## config.mk

```make
export PLATFORM = sky130hd
export DESIGN_NAME = bakery_lock_arbiter
export DESIGN_NICKNAME = d
export VERILOG_FILES = /design/src/hw/rtl/bla_pkg.sv /design/src/hw/rtl/bakery_lock_arbiter.sv /design/src/hw/rtl/bla_dp.sv /design/src/hw/rtl/bla_ctrl.sv
export SDC_FILE = /design/constraint.sdc
export NUM_CORES = 1
export LEC_CHECK = 0
export ABC_CLOCK_PERIOD_IN_PS = 8130
export CORE_MARGIN = 2
export CORE_UTILIZATION = 40
export DETAILED_ROUTE_END_ITERATION = 10
export DONT_BUFFER_PORTS = 1
export PLACE_DENSITY_LB_ADDON = 0.25
export REMOVE_ABC_BUFFERS = 1
export SLEW_MARGIN = 0
export SYNTH_ARGS = -nofsm -noshare
export SYNTH_HDL_FRONTEND = slang
export SYNTH_HIERARCHICAL = 1
export SYNTH_SLANG_ARGS = --single-unit
```

## constraint.sdc

```tcl
create_clock -name clk -period 8.13 [get_ports clk]
set_input_delay 0.813 -clock clk [delete_from_list [all_inputs] [get_ports clk]]
set_output_delay 0.813 -clock clk [all_outputs]
set_load 0.005 [all_outputs]
```

## src/hw/rtl/bla_pkg.sv

```systemverilog
package bla_pkg;

	// default sizes, handed down from the top level
	localparam int REQUESTERS_DEF  = 8;
	localparam int TICKET_BITS_DEF = 16;

	// fixed field widths of the ports
	localparam int CMD_W        = 2;
	localparam int REQ_W        = 3;
	localparam int OUT_TICKET_W = 16;

	// command codes; the unused code behaves as a poll
	localparam logic [CMD_W-1:0] CMD_ACQUIRE = 2'd0;
	localparam logic [CMD_W-1:0] CMD_POLL    = 2'd1;
	localparam logic [CMD_W-1:0] CMD_RELEASE = 2'd2;

	// commands from the controller to the datapath
	typedef struct packed {
		logic load;       // capture cmd and requester
		logic clear;      // clear scan counter and accumulators
		logic scan;       // read entry at scan counter, advance counter
		logic mode_max;   // scan looks for the largest ticket, else for conflicts
		logic rd_me;      // read the requester's own entry
		logic take_mine;  // own ticket from read data
		logic write_new;  // store new ticket, raise wanting flag
		logic clr_want;   // drop wanting flag
		logic out_load;   // capture result into output register
	} dp_ctrl_t;

	// status from the datapath to the controller
	typedef struct packed {
		logic in_range;
		logic is_acquire;
		logic is_release;
		logic cnt_last;
	} dp_stat_t;

endpackage

```

## src/hw/rtl/bakery_lock_arbiter.sv

```systemverilog
// an acquire scans for the largest ticket, writes its own and scans for conflicts, a
// poll reads its own entry and scans, a release reads its own entry only; the scans
// read one entry a cycle; one transaction at a time, the next one taken the cycle
// after the result is loaded
// reset: asynchronous, active low; clears all wanting flags and marks every
// ticket as zero through per-entry valid bits, no clearing pass
module bakery_lock_arbiter import bla_pkg::*; #(
	parameter int REQUESTERS  = REQUESTERS_DEF,
	parameter int TICKET_BITS = TICKET_BITS_DEF
) (
	input  logic                    clk,
	input  logic                    arst_n,
	// request channel
	input  logic                    in_valid,
	output logic                    in_ready,
	input  logic [CMD_W-1:0]        cmd,
	input  logic [REQ_W-1:0]        requester,
	// result channel
	output logic                    out_valid,
	input  logic                    out_ready,
	output logic                    granted,
	output logic [OUT_TICKET_W-1:0] ticket,
	output logic                    ticket_overflow
);

	// command and status between sequencer and datapath
	dp_ctrl_t ctl;
	dp_stat_t stat;

	// sequencer: capture, largest-ticket scan, ticket write, conflict scan, result
	bla_ctrl u_ctrl (
		.clk       (clk),
		.arst_n    (arst_n),
		.in_valid  (in_valid),
		.in_ready  (in_ready),
		.out_valid (out_valid),
		.out_ready (out_ready),
		.stat      (stat),
		.ctl       (ctl)
	);

	// datapath: ticket store, wanting flags, scan accumulators, output register
	// the output register lets a new transaction in while a result waits
	bla_dp #(
		.REQUESTERS  (REQUESTERS),
		.TICKET_BITS (TICKET_BITS)
	) u_dp (
		.clk             (clk),
		.arst_n          (arst_n),
		.cmd             (cmd),
		.requester       (requester),
		.ctl             (ctl),
		.stat            (stat),
		.granted         (granted),
		.ticket          (ticket),
		.ticket_overflow (ticket_overflow)
	);

endmodule

```

## src/hw/rtl/bla_dp.sv

```systemverilog
module bla_dp import bla_pkg::*; #(
	parameter int REQUESTERS  = REQUESTERS_DEF,
	parameter int TICKET_BITS = TICKET_BITS_DEF
) (
	input  logic                    clk,
	input  logic                    arst_n,
	input  logic [CMD_W-1:0]        cmd,
	input  logic [REQ_W-1:0]        requester,
	input  dp_ctrl_t                ctl,
	output dp_stat_t                stat,
	output logic                    granted,
	output logic [OUT_TICKET_W-1:0] ticket,
	output logic                    ticket_overflow
);

	localparam int IDX_W = $clog2(REQUESTERS);
	localparam int CMP_W = (IDX_W > REQ_W) ? IDX_W : REQ_W;
	localparam logic [TICKET_BITS-1:0] TICKET_MAX = {TICKET_BITS{1'b1}};
	localparam logic [IDX_W-1:0] LAST_IDX = IDX_W'(REQUESTERS - 1);

	logic [CMD_W-1:0]       cmd_q;
	logic [REQ_W-1:0]       me_q;
	logic [IDX_W-1:0]       cnt_q;
	logic [TICKET_BITS-1:0] top_q;
	logic [TICKET_BITS-1:0] mine_q;
	logic                   conflict_q;
	logic                   ovf_q;
	logic [REQUESTERS-1:0]  wanting_q;
	logic [REQUESTERS-1:0]  tvld_q;

	logic [TICKET_BITS-1:0] tickets_mem [REQUESTERS];

	logic [TICKET_BITS-1:0] rd_data_s1;
	logic                   rd_vld_s1;
	logic                   rd_want_s1;
	logic [IDX_W-1:0]       rd_idx_s1;
	logic                   scan_s1;
	logic                   mode_max_s1;

	logic                    granted_q;
	logic [OUT_TICKET_W-1:0] ticket_q;
	logic                    ovf_out_q;

	logic [IDX_W-1:0]       me_idx;
	logic [IDX_W-1:0]       rd_addr;
	logic                   rd_en;
	logic                   in_range;
	logic [TICKET_BITS-1:0] rd_val;
	logic                   ahead;
	logic [TICKET_BITS-1:0] new_ticket;
	logic                   top_sat;

	assign me_idx   = IDX_W'(me_q);
	assign in_range = 32'(me_q) < 32'(REQUESTERS);
	assign rd_addr  = ctl.rd_me ? me_idx : cnt_q;
	assign rd_en    = ctl.scan | ctl.rd_me;

	// an entry never written reads as zero
	assign rd_val = rd_vld_s1 ? rd_data_s1 : '0;

	// flagged entry with a smaller ticket, or equal ticket and smaller index
	assign ahead = rd_want_s1 && ((rd_val < mine_q) ||
		((rd_val == mine_q) && (CMP_W'(rd_idx_s1) < CMP_W'(me_q))));

	assign top_sat    = (top_q == TICKET_MAX);
	assign new_ticket = top_sat ? TICKET_MAX : top_q + 1'b1;

	assign stat.in_range   = in_range;
	assign stat.is_acquire = (cmd_q == CMD_ACQUIRE);
	assign stat.is_release = (cmd_q == CMD_RELEASE);
	assign stat.cnt_last   = (cnt_q == LAST_IDX);

	// ticket store and its registered read port
	always_ff @(posedge clk) begin
		if (ctl.write_new)
			tickets_mem[me_idx] <= new_ticket;
		if (rd_en) begin
			rd_data_s1 <= tickets_mem[rd_addr];
			rd_vld_s1  <= tvld_q[rd_addr];
			rd_want_s1 <= wanting_q[rd_addr];
			rd_idx_s1  <= rd_addr;
		end
	end

	always_ff @(posedge clk or negedge arst_n) begin
		if (!arst_n) begin
			wanting_q   <= '0;
			tvld_q      <= '0;
			cnt_q       <= '0;
			scan_s1     <= 1'b0;
			mode_max_s1 <= 1'b0;
			top_q       <= '0;
			conflict_q  <= 1'b0;
			ovf_q       <= 1'b0;
		end else begin
			scan_s1     <= ctl.scan;
			mode_max_s1 <= ctl.mode_max;
			if (ctl.write_new) begin
				wanting_q[me_idx] <= 1'b1;
				tvld_q[me_idx]    <= 1'b1;
			end else if (ctl.clr_want) begin
				wanting_q[me_idx] <= 1'b0;
			end
			if (ctl.load)
				ovf_q <= 1'b0;
			else if (ctl.write_new)
				ovf_q <= top_sat;
			if (ctl.clear) begin
				cnt_q      <= '0;
				top_q      <= '0;
				conflict_q <= 1'b0;
			end else begin
				if (ctl.scan)
					cnt_q <= cnt_q + 1'b1;
				if (scan_s1 && mode_max_s1 && (rd_val > top_q))
					top_q <= rd_val;
				if (scan_s1 && !mode_max_s1 && ahead)
					conflict_q <= 1'b1;
			end
		end
	end

	// captured request, own ticket and result
	always_ff @(posedge clk) begin
		if (ctl.load) begin
			cmd_q <= cmd;
			me_q  <= requester;
		end
		if (ctl.write_new)
			mine_q <= new_ticket;
		else if (ctl.take_mine)
			mine_q <= rd_val;
		if (ctl.out_load) begin
			granted_q <= in_range && wanting_q[me_idx] && !conflict_q;
			ticket_q  <= in_range ? OUT_TICKET_W'(mine_q) : '0;
			ovf_out_q <= in_range && ovf_q;
		end
	end

	assign granted         = granted_q;
	assign ticket          = ticket_q;
	assign ticket_overflow = ovf_out_q;

endmodule

```

## src/hw/rtl/bla_ctrl.sv

```systemverilog
module bla_ctrl import bla_pkg::*; (
	input  logic     clk,
	input  logic     arst_n,
	input  logic     in_valid,
	output logic     in_ready,
	output logic     out_valid,
	input  logic     out_ready,
	input  dp_stat_t stat,
	output dp_ctrl_t ctl
);

	localparam logic [3:0] ST_IDLE = 4'd0;
	localparam logic [3:0] ST_LOOK = 4'd1;
	localparam logic [3:0] ST_WME  = 4'd2;
	localparam logic [3:0] ST_MAX  = 4'd3;
	localparam logic [3:0] ST_MAXW = 4'd4;
	localparam logic [3:0] ST_WR   = 4'd5;
	localparam logic [3:0] ST_GNT  = 4'd6;
	localparam logic [3:0] ST_GNTW = 4'd7;
	localparam logic [3:0] ST_FIN  = 4'd8;

	logic [3:0] state_q;
	logic [3:0] state_d;
	logic       out_valid_q;
	logic       slot_free;

	assign slot_free = !out_valid_q || out_ready;
	assign in_ready  = (state_q == ST_IDLE);
	assign out_valid = out_valid_q;

	always_comb begin
		state_d = state_q;
		ctl     = '0;
		unique case (state_q)
			ST_IDLE: begin
				if (in_valid) begin
					ctl.load = 1'b1;
					state_d  = ST_LOOK;
				end
			end
			ST_LOOK: begin
				if (!stat.in_range) begin
					state_d = ST_FIN;
				end else if (stat.is_acquire) begin
					ctl.clear = 1'b1;
					state_d   = ST_MAX;
				end else begin
					ctl.rd_me    = 1'b1;
					ctl.clr_want = stat.is_release;
					state_d      = ST_WME;
				end
			end
			ST_WME: begin
				ctl.take_mine = 1'b1;
				ctl.clear     = 1'b1;
				state_d       = stat.is_release ? ST_FIN : ST_GNT;
			end
			ST_MAX: begin
				ctl.scan     = 1'b1;
				ctl.mode_max = 1'b1;
				if (stat.cnt_last)
					state_d = ST_MAXW;
			end
			ST_MAXW: begin
				state_d = ST_WR;
			end
			ST_WR: begin
				ctl.write_new = 1'b1;
				ctl.clear     = 1'b1;
				state_d       = ST_GNT;
			end
			ST_GNT: begin
				ctl.scan = 1'b1;
				if (stat.cnt_last)
					state_d = ST_GNTW;
			end
			ST_GNTW: begin
				state_d = ST_FIN;
			end
			ST_FIN: begin
				if (slot_free) begin
					ctl.out_load = 1'b1;
					state_d      = ST_IDLE;
				end
			end
			default: begin
				state_d = ST_IDLE;
			end
		endcase
	end

	always_ff @(posedge clk or negedge arst_n) begin
		if (!arst_n) begin
			state_q     <= ST_IDLE;
			out_valid_q <= 1'b0;
		end else begin
			state_q <= state_d;
			if (ctl.out_load)
				out_valid_q <= 1'b1;
			else if (out_ready)
				out_valid_q <= 1'b0;
		end
	end

endmodule

```

==> out/results.md <==
* flop2flop setup slack: 4.27 ns
* peak supply drop: 0.161 mV
* critical path startpoint category: register
* std cell rows: 59
* WL per Instance: 16.7 um
* power dissipated by switching net loads: 1.44 mW
* area share of the leading cell type in the synthesized netlist: 52.6%
* global-route wire length before repair: 35400 um
* combinational cell fraction of total power: 30.9%
* Clock power frac: 27.5%
* violation count after the first detailed-route iteration: 591
* RR Startpoint: u_ctrl/state_q[2]
* grt total ovfl: 0
* most frequent standard cell in the layout excluding fill and tap cells: sky130_fd_sc_hd__nand2_1
* setup repair bufs after CTS: 0
* total length of routed wires: 21800 um
* register clock-pin slew on the reported worst setup and hold paths: 0.06 ns
* CP Launch Point: u_ctrl/state_q[2]
* die outline height: 168 um
* number of violations of the max-capacitance limit: 0
* level count of the clock H-tree: 1
* total clock buffers created by CTS: 26
* DRC: 0
* final setup violating endpoints: 0
* TritonCTS clock tree: yes
* number of buffers inserted by port buffering: 0
* delay of the slowest critical-path stage: 0.64 ns
* Async SR Flop Fraction: 19.0%
* setup repair after global routing missed its margin: no
* Worst R2R Path Depth: 10
* share of final-layout standard cells stronger than drive strength 1: 9.11%
* number of enable-type register cells in the synthesized netlist: 188
* worst hold-check path type: in2async
* number of global-route vias before repair: 6462
* buffer type at the clock tree root: sky130_fd_sc_hd__clkbuf_16
* number of nets in the layout: 989
* status: finished, final reports clean
* later-pin clock latency in the skew report: 0.54 ns
* Required @ worst endpoint: 8.36 ns
* part of the Yosys area used for sequential elements: 62.8%
* commonest non-fill, non-tap cells in the layout: sky130_fd_sc_hd__nand2_1 (211), sky130_fd_sc_hd__edfxtp_1 (188), sky130_fd_sc_hd__nand3_1 (97), sky130_fd_sc_hd__nor2_1 (53), sky130_fd_sc_hd__dfrtp_1 (44)
* Reg-to-Reg End: u_dp/rd_data_s1[8]
* crit path max fanout: 72
* Die Outline Area: 28200 um2
* HPWL reported at the end of detailed placement: 13800 um
* post-synthesis instance total: 954
* Max transition margin: 29.4%
* TNS Setup: 0 ns
* gpl congestion: 0.806
* clock sink count: 232
* number of vias in the routed layout: 6648
* post-synthesis register bit count: 232
* antenna cells: 0
* per-cell via count in the routed design: 5.11
* area of the mapped netlist: 10700 um2
* Fill cells: 2347
* crit path time final: 3.86 ns
* portion of the clock cycle consumed by the worst path in the final layout: 47.5%
* final antenna-violating net count: 0
* leading cell types by total area after synthesis: sky130_fd_sc_hd__edfxtp_1 (53%), sky130_fd_sc_hd__dfrtp_1 (10%), sky130_fd_sc_hd__nand2_1 (7.4%), sky130_fd_sc_hd__nand3_1 (4.5%), sky130_fd_sc_hd__ha_1 (4.0%)
* Static Leakage: 4.72 nW
* critical path type: reg2reg
* antenna violations before repair: 0
* global-route usage over all layers: 15.8%
* fin. max-slew vios: 0
* sw frac: 34.7%
* power per cell area: 348 nW/um2
* number of ports placed on the die boundary: 29
* multi-input logic area: 3600 um2
* Starting Density: 41.0%
* sort of element at the end of the critical path: register
* slowest library cell on the worst path: sky130_fd_sc_hd__buf_4
* post-cts hold buffer count: 1
* count of instances resized after the clock tree is built: 0
* final core utilization: 45.4%
* final number of hold-violating endpoints: 0
* area growth from synthesis to layout: 10.8%
* critical path arrival: 4.10 ns
* predominant post-synthesis flop cell: sky130_fd_sc_hd__edfxtp_1
* Synth cell types: 61
* buffers from clock root to sink, at most: 3
* sequential cell area in the final layout: 6750 um2
* pin count of the biggest net entering global routing: 73
* f_max: 0.259 GHz
* syn avg cell area: 11.3 um2
* Die X-Extent: 168 um
* detailed-router iteration count before antenna repair: 5
* Max Clock Skew: 0.0133 ns
* proportion of power drawn by flip-flops and latches: 41.6%
* internal power of the cells: 2.71 mW
* slew at the pin closest to its max-slew limit: 1.04 ns
* CORE AREA: 26200 um2
* cell type contributing the most total cell area after synthesis: sky130_fd_sc_hd__edfxtp_1
* count of yosys warnings during synthesis: 6
* ordered list of cells on the worst path: nor2_1, and4_1, mux2i_4, buf_4, inv_2, buf_4, nand2_1, nand3_1, nand3_1, o21ai_0
==> power by group through the flow <==
stage | sequential [mW] | clock, mW | combinational [mW]
2_1_floorplan | 1.69 | 0 | 0.949
3_3_place_gp | 1.74 | 0 | 1.26
3_5_place_dp | 1.75 | 0 | 1.29
4_1_cts | 1.72 | 1.17 | 1.30
5_1_grt | 1.75 | 1.21 | 1.49
6_report | 1.72 | 1.14 | 1.28
==> cell type report <==
class / instances / share of cell area, %
Tap cell: 335 / 3.52
Timing Repair Buffer: 14 / 1.05
Multi-Input combinational cell: 630 / 30.3
Inverter: 42 / 1.32
Clock inverter: 15 / 1.29
Clock buffer: 33 / 5.86
Sequential cell: 232 / 56.7
==> per-layer routing <==
layer | vias up | wire length, um | global-route usage [%]
li1 | 3337 | - | -
met1 | 3170 | 10100 | 21.6
met2 | 112 | 10400 | 26.7
met3 | 29 | 790 | 2.37
met4 | 0 | 433 | 3.55
met5 | - | 0 | 0
==> how the worst max path moves through the flow <==
| stage | end | depth (start not counted) |
|---|---|---|
| 2_1_floorplan | u_dp/tickets_mem[0][0] | 4 |
| 4_1_cts | u_dp/rd_data_s1[8] | 10 |
| 3_3_place_gp | u_dp/rd_data_s1[8] | 10 |
| 6_report | u_dp/rd_data_s1[8] | 10 |
| 5_1_grt | u_dp/rd_data_s1[3] | 10 |
| 3_5_place_dp | u_dp/rd_data_s1[8] | 10 |
==> Yosys cell counts (3+ instances only) <==
cell type / n
sky130_fd_sc_hd__buf_2: 18
sky130_fd_sc_hd__or2_2: 11
sky130_fd_sc_hd__xnor2_1: 14
sky130_fd_sc_hd__nor2b_1: 5
sky130_fd_sc_hd__a211oi_1: 3
sky130_fd_sc_hd__clkbuf_1: 21
sky130_fd_sc_hd__o21ai_1: 7
sky130_fd_sc_hd__mux2_2: 6
sky130_fd_sc_hd__mux2i_1: 14
sky130_fd_sc_hd__o21ai_0: 43
sky130_fd_sc_hd__edfxtp_1: 188
sky130_fd_sc_hd__ha_1: 34
sky130_fd_sc_hd__a31oi_1: 12
sky130_fd_sc_hd__nand4_1: 6
sky130_fd_sc_hd__inv_1: 40
sky130_fd_sc_hd__nand2b_1: 27
sky130_fd_sc_hd__buf_1: 3
sky130_fd_sc_hd__a21oi_1: 12
sky130_fd_sc_hd__nor3_1: 6
sky130_fd_sc_hd__and4_1: 4
sky130_fd_sc_hd__a21o_1: 4
sky130_fd_sc_hd__nor3b_1: 3
sky130_fd_sc_hd__buf_4: 6
sky130_fd_sc_hd__nand3_1: 97
sky130_fd_sc_hd__and3_1: 3
sky130_fd_sc_hd__nand2_1: 211
sky130_fd_sc_hd__dfrtp_1: 44
sky130_fd_sc_hd__and2_1: 13
sky130_fd_sc_hd__nor2_1: 54
==> flip-flops by register name, summed over array words and instances (netlist names), named ones only <==
| register | cells |
|---|---|
| u_dp/rd_vld_s1 | 1 |
| u_dp/conflict_q | 1 |
| u_dp/rd_idx_s1 | 3 |
| u_dp/cmd_q | 2 |
| u_ctrl/state_q | 4 |
| u_dp/rd_want_s1 | 1 |
| u_dp/scan_s1 | 1 |
| u_dp/top_q | 16 |
| u_dp/rd_data_s1 | 16 |
| u_ctrl/out_valid | 1 |
| u_dp/mine_q | 16 |
| u_dp/ovf_q | 1 |
| u_dp/cnt_q | 3 |
| u_dp/ticket | 16 |
| u_dp/mode_max_s1 | 1 |
| u_dp/ticket_overflow | 1 |
| u_dp/granted | 1 |
| u_dp/me_idx | 3 |
| u_dp/tickets_mem | 128 |
| u_dp/tvld_q | 8 |
==> kinds of logic (layout without fill, tap and decap cells) <==
family / count (synthesis) / in the layout / synth area share, %
AND/OR/NAND/NOR: 454 / 454 / 19.6
other: 1 / 1 / 0.0349
multiplexers: 25 / 25 / 2.74
XOR/XNOR: 16 / 16 / 1.31
AO/OA/AOI/OAI: 100 / 100 / 5.68
flip-flops: 232 / 232 / 62.8
adder cells (fa/ha/maj): 34 / 34 / 3.96
buffers and inverters: 92 / 104 / 3.86
==> worst max-delay path: cells and delay by family, from the launching register on <==
kind	cells	cell delay [ns]
buffers and inverters	3	1.52
and+or+nand+nor	5	1.01
DFF	1	0.56
muxes	1	0.28
AOI/OAI and AO/OA	1	0.11
==> through the flow <==
| stage | worst slack, ns | total power, mW | hold slack [ns] | cell area, um2 | std cells |
|---|---|---|---|---|---|
| global placement | 4.36 | 3.00 | 0.430 | 11000 | 1252 |
| finish | 4.27 | 4.14 | 0.118 | 11900 | 1301 |
| CTS | 4.28 | 4.19 | 0.106 | 11900 | 1301 |
| floorplan | 3.58 | 2.64 | 0.424 | 10500 | 904 |
| global route | 3.95 | 4.45 | 0.116 | 11900 | 1301 |
| detailed placement | 4.28 | 3.03 | 0.435 | 11000 | 1252 |
(Power assumes the default switching activity.)
